--- src/sv/circle_box_collision_slide_macros.svh ---
// ----------------------------------------------------------------------------
// circle_box_collision_slide_macros
// Assertion macros for the collision block.
// ----------------------------------------------------------------------------
`ifndef CIRCLE_BOX_COLLISION_SLIDE_MACROS_SVH
`define CIRCLE_BOX_COLLISION_SLIDE_MACROS_SVH
`ifndef NO_ASSERTIONS
`define CBC_ASSERT_IMPL(label, clk, rstn, a, c) \
    label: assert property (@(posedge clk) disable iff (!rstn) (a) |-> (c)) \
        else $error("check failed");
`define CBC_ASSERT_NEXT(label, clk, rstn, a, c) \
    label: assert property (@(posedge clk) disable iff (!rstn) (a) |=> (c)) \
        else $error("check failed");
`else
`define CBC_ASSERT_IMPL(label, clk, rstn, a, c)
`define CBC_ASSERT_NEXT(label, clk, rstn, a, c)
`endif
`endif

--- src/sv/cbc_pkg.sv ---
// ----------------------------------------------------------------------------
// cbc_pkg
// Types and constants shared by the collision block.
// ----------------------------------------------------------------------------
package cbc_pkg;
    localparam int MAX_BOXES_DEF  = 64;
    localparam int COORD_BITS_DEF = 24;
    localparam int CFG_IDX_BITS   = 3;
    localparam int CFG_DATA_BITS  = COORD_BITS_DEF;
    localparam int RAD_BITS       = 15;
    localparam int CNT_BITS       = 7;
    localparam int SLAB_BELOW     = 64;
    localparam int SLAB_ABOVE     = 384;

    localparam logic [CFG_IDX_BITS-1:0] REG_MIN_X  = 3'd0;
    localparam logic [CFG_IDX_BITS-1:0] REG_MAX_X  = 3'd1;
    localparam logic [CFG_IDX_BITS-1:0] REG_MIN_Z  = 3'd2;
    localparam logic [CFG_IDX_BITS-1:0] REG_MAX_Z  = 3'd3;
    localparam logic [CFG_IDX_BITS-1:0] REG_BVALID = 3'd4;
    localparam logic [CFG_IDX_BITS-1:0] REG_RADIUS = 3'd5;
    localparam logic [CFG_IDX_BITS-1:0] REG_COUNT  = 3'd6;

    localparam logic [1:0] OUT_KEPT = 2'd0;
    localparam logic [1:0] OUT_XSL  = 2'd1;
    localparam logic [1:0] OUT_ZSL  = 2'd2;
    localparam logic [1:0] OUT_PREV = 2'd3;

    typedef enum logic [2:0] {
        ST_IDLE, ST_START, ST_SCAN, ST_WAIT, ST_DONE, ST_OUT
    } state_t;

    typedef struct packed {
        logic       start_try;  // load trial position for try
        logic [1:0] try_sel;
        logic       scan_en;    // check one box this cycle
    } cmd_t;

    typedef struct packed {
        logic hit;
        logic last;
        logic none;
        logic busy;
    } stat_t;
endpackage

--- src/sv/cbc_ctrl.sv ---
// ----------------------------------------------------------------------------
// cbc_ctrl
// Sequencer over the four tried positions.
// ----------------------------------------------------------------------------
module cbc_ctrl (
    input  logic           aclk,
    input  logic           aresetn,
    input  logic           move_take,
    input  logic           out_take,
    input  cbc_pkg::stat_t stat,
    output cbc_pkg::cmd_t  cmd,
    output logic           idle,
    output logic           out_valid,
    output logic [1:0]     outcome
);
    import cbc_pkg::*;
    state_t st_reg, st_next;
    logic [1:0] try_reg, try_next;

    always_comb begin
        st_next = st_reg; try_next = try_reg;
        case (st_reg)
            ST_IDLE:  if (move_take) begin st_next = ST_START; try_next = OUT_KEPT; end
            ST_START: st_next = (stat.none || try_reg == OUT_PREV) ? ST_DONE : ST_SCAN;
            ST_SCAN:  if (stat.last) st_next = ST_WAIT;
            ST_WAIT:  if (!stat.busy) st_next = ST_DONE;
            ST_DONE: begin
                if (stat.hit && try_reg != OUT_PREV) begin
                    try_next = try_reg + 2'd1;
                    st_next  = ST_START;
                end else begin
                    st_next = ST_OUT;
                end
            end
            ST_OUT:   if (out_take) st_next = ST_IDLE;
            default:  st_next = ST_IDLE;
        endcase
    end

    always_comb begin
        cmd.start_try = (st_reg == ST_START);
        cmd.try_sel   = try_reg;
        cmd.scan_en   = (st_reg == ST_SCAN);
        idle          = (st_reg == ST_IDLE);
        out_valid     = (st_reg == ST_OUT);
        outcome       = try_reg;
    end

    always_ff @(posedge aclk) begin
        if (!aresetn) begin
            st_reg <= ST_IDLE; try_reg <= OUT_KEPT;
        end else begin
            st_reg <= st_next; try_reg <= try_next;
        end
    end
endmodule

--- config.mk ---
export PLATFORM = sky130hd
export DESIGN_NAME = cbc_ctrl
export DESIGN_NICKNAME = d
export VERILOG_FILES = /design/src/sv/circle_box_collision_slide_macros.svh /design/src/sv/cbc_pkg.sv /design/src/sv/cbc_ctrl.sv
export SDC_FILE = /design/constraint.sdc
export NUM_CORES = 1
export LEC_CHECK = 0
export ABC_AREA = 1
export BUFFER_PORTS_ARGS = -buffer_cell sky130_fd_sc_hd__buf_4
export CORE_AREA = 4 4 41 43
export CTS_BUF_LIST = sky130_fd_sc_hd__clkbuf_8
export DETAILED_ROUTE_END_ITERATION = 6
export DIE_AREA = 0 0 45 47
export PLACE_DENSITY = 0.51
export SYNTH_ARGS = -nofsm -noshare
export SYNTH_HDL_FRONTEND = slang
export SYNTH_SLANG_ARGS = --single-unit
--- constraint.sdc ---
create_clock -name aclk -period 1.4 [get_ports aclk]
set_input_delay 0.07 -clock aclk [delete_from_list [all_inputs] [get_ports aclk]]
set_output_delay 0.07 -clock aclk [all_outputs]
set_load 0.01 [all_outputs]
==> flow_metrics.py <==
metrics = {
    "run_status": {
        "status": "finished, final reports clean",
    },
    "timing": {
        "finalMaxSlewViolations": 0,
        "hold_viol_final": 0,
        "tightest_slew_ps": 240,
        "setup_slack_ps": 154,
        "rsz0062_at_grt": "no",
        "finalCritPeriodShare": 0.890,
        "fin_hold_ws_ps": 97.3,
        "fin_crit_ps": 1250,
        "fmax_ghz": 0.803,
        "setup_tns_ps": 0,
        "setup_viol": 0,
        "finalClockSkew_ps": 2.01,
        "slew_headroom": 0.840,
    },
    "cts": {
        "cts.path.max_buffers": 2,
        "cts_buffers": 3,
        "clk_latency_ps": 230,
        "cts_setup_buffers": 0,
        "ctsHoldBuffers": 0,
        "cts_tree": "done",
        "htreeDepth": 1,
        "cts_resized": 0,
        "clock-sinks": 5,
        "clk_pin_slew_ps": 40,
        "cts.root.buffer_cell": "clkbuf_8",
    },
    "logic_synthesis": {
        "ys_types": 14,
        "ys_ff_latch": 5,
        "syn_area_um2": 347,
        "synth_nets": 67,
        "syn_avg_cell_area_um2": 5.98,
        "ys_seq_area_frac": 0.289,
        "synthCells": 58,
        "yosys_warnings": 0,
    },
    "setup_path": {
        "cp-end-kind": "flop",
        "critPathKind": "flop to flop",
        "rr_worst_depth": 6,
        "r2r_end": "st_reg[2]$_SDFFE_PN0P_",
        "r2r_start": "outcome[0]$_SDFFE_PN0P_",
        "worst-path-buf-inv": 0,
        "worstPathCellList": "ha_1 > or2_2 > nand2_1 > nand3_1 > nor2_1 > nor2_1",
        "worst_path_largest_cell_delay_ps": 340,
        "r2r_slack_ps": 150,
        "crit_fanout": 5,
        "worstPathRequired_ps": 1520,
        "slowest_stage": "dfxtp_1",
        "critPathTopFamily": "simple AND/OR/NAND/NOR gates",
        "startpoint_type": "flop",
        "crit_arrival_ps": 1370,
        "cpMostUsedCell": "nor2_1",
    },
    "detailed_routing": {
        "dr.pass1.iters": 4,
        "num_vias": 386,
        "avgRoutedWirePerCell_um": 9.29,
        "drc": 0,
        "detail-route-antenna-nets": 0,
        "viasPerCell": 4.29,
        "drt_wl_total_um": 836,
        "drt-initial-drc-count": 5,
    },
    "worst_hold_path": {
        "worstHoldPathCells": 3,
        "worstHoldPathType": "input pin to flop",
        "hold_end": "st_reg[2]$_SDFFE_PN0P_",
        "worstHoldStart": "aresetn",
    },
    "pwr": {
        "p_sw_frac": 0.412,
        "seqPwrFrac": 0.254,
        "switchingPower_mw": 0.417,
        "powerDensity_nw_per_um2": 1990,
        "p_leak_nw": 0.280,
        "internal_power_mw": 0.596,
        "pwr-share-comb": 0.482,
        "clkPwrFrac": 0.264,
        "report.power.total_mw": 1.01,
        "vdd_ir_drop_max_mv": 0.616,
    },
    "global_routing": {
        "grt_antenna_before_repair": 0,
        "grt_max_degree": 7,
        "grt_usage": 0.104,
        "grt_pass1_vias": 368,
        "grt_pass1_wl_um": 1520,
        "grt.overflow.total": 0,
    },
    "placed_design": {
        "gp_congestion": 0.762,
        "place_hpwl_um": 706,
        "preCtsSetupSlack_ps": 161,
        "placed_cell_area_um2": 463,
        "port_buffers": 15,
        "place_inst": 86,
    },
    "cells_and_area": {
        "n_antenna_cell": 0,
        "n_fill_cell": 143,
        "layout-drive-gt1-share": 0.320,
        "final_nets": 85,
        "area_delta_synth_final_pct": 46.6,
        "utilization": 0.390,
        "largest_reg_flops": 3,
        "final_cells": 90,
        "design_area_um2": 508,
    },
    "floorplan": {
        "dieArea_um2": 2120,
        "die_h_um": 47,
        "die_x_um": 45,
        "start_util": 0.266,
        "num_rows": 13,
        "core_area_um2": 1300,
        "boundaryPins": 16,
    },
    "run": {
        "maxCapViolations": 0,
    },
}
==> synthesized netlist by cell type (all sizes together) <==
library cell	n	area, um^2
inv	11	41.3
nor2	15	61.3
nand3	6	30.0
or2	1	6.26
ha	1	12.5
nand2	10	40.0
a21oi	4	20.0
dfxtp	5	100
o21ai	2	10.0
nor3	1	10.0
buf	2	15.0
==> layout by cell type (no fill, tap or decap) <==
| cell | count |
|---|---|
| a21oi_1 | 4 |
| buf_4 | 15 |
| clkbuf_8 | 3 |
| dfxtp_1 | 5 |
| ha_1 | 1 |
| inv_1 | 11 |
| inv_2 | 1 |
| nand2_1 | 9 |
| nand2_2 | 1 |
| nand3_1 | 6 |
| nor2_1 | 13 |
| nor2_2 | 2 |
| nor3_2 | 1 |
| o21ai_0 | 2 |
| or2_2 | 1 |
==> power groups by stage <==
stage / Sequential (mW) / Combinational [mW] / Clock [mW]
CTS: 0.256 / 0.497 / 0.274
global route: 0.271 / 0.577 / 0.285
global placement: 0.260 / 0.504 / 0
finish: 0.258 / 0.489 / 0.267
detailed placement: 0.259 / 0.495 / 0
floorplan: 0.246 / 0.337 / 0
==> area by class of cell <==
cell class	count	area, um^2	share of cell area
Timing Repair Buffer	15	113	0.222
Clock buffer	3	41.3	0.0813
Clock inverter	1	3.75	0.00739
Tap cell	15	18.8	0.0369
Multi-Input combinational cell	40	190	0.374
Inverter	11	41.3	0.0813
Sequential cell	5	100	0.197
==> routing by layer <==
layer | vias up | GRT usage | part of all wire
li1 | 210 | - | -
met1 | 164 | 0.112 | 0.38
met5 | - | 0 | 0
met4 | 0 | 0.0526 | 0.025
met2 | 10 | 0.175 | 0.53
met3 | 2 | 0.0460 | 0.062
==> cell families (layout without fill, tap and decap cells) <==
kind of cell / count (synthesis) / after routing / synth area share
compound gates: 6 / 6 / 0.0866
fa+ha+maj: 1 / 1 / 0.0361
simple gates: 33 / 33 / 0.426
buf+inv: 13 / 30 / 0.162
flops: 5 / 5 / 0.289
==> worst max-delay path by stage <==
| stage | from | end | slack (ps) | cells after the start |
|---|---|---|---|---|
| 2_1_floorplan | outcome[0]$_SDFFE_PN0P_ | st_reg[2]$_SDFFE_PN0P_ | 190 | 6 |
| 5_1_grt | outcome[0]$_SDFFE_PN0P_ | outcome[1]$_SDFFE_PN0P_ | 30 | 7 |
| 3_3_place_gp | outcome[0]$_SDFFE_PN0P_ | st_reg[2]$_SDFFE_PN0P_ | 180 | 6 |
| 4_1_cts | outcome[0]$_SDFFE_PN0P_ | st_reg[2]$_SDFFE_PN0P_ | 160 | 6 |
| 6_report | outcome[0]$_SDFFE_PN0P_ | st_reg[2]$_SDFFE_PN0P_ | 150 | 6 |
| 3_5_place_dp | outcome[0]$_SDFFE_PN0P_ | st_reg[2]$_SDFFE_PN0P_ | 160 | 6 |
==> tightest hold or removal path, stage by stage <==
cell and delay, ps:
buf_4 100, nand2_1 50, nor2_1 70
(Power assumes the default switching activity.)
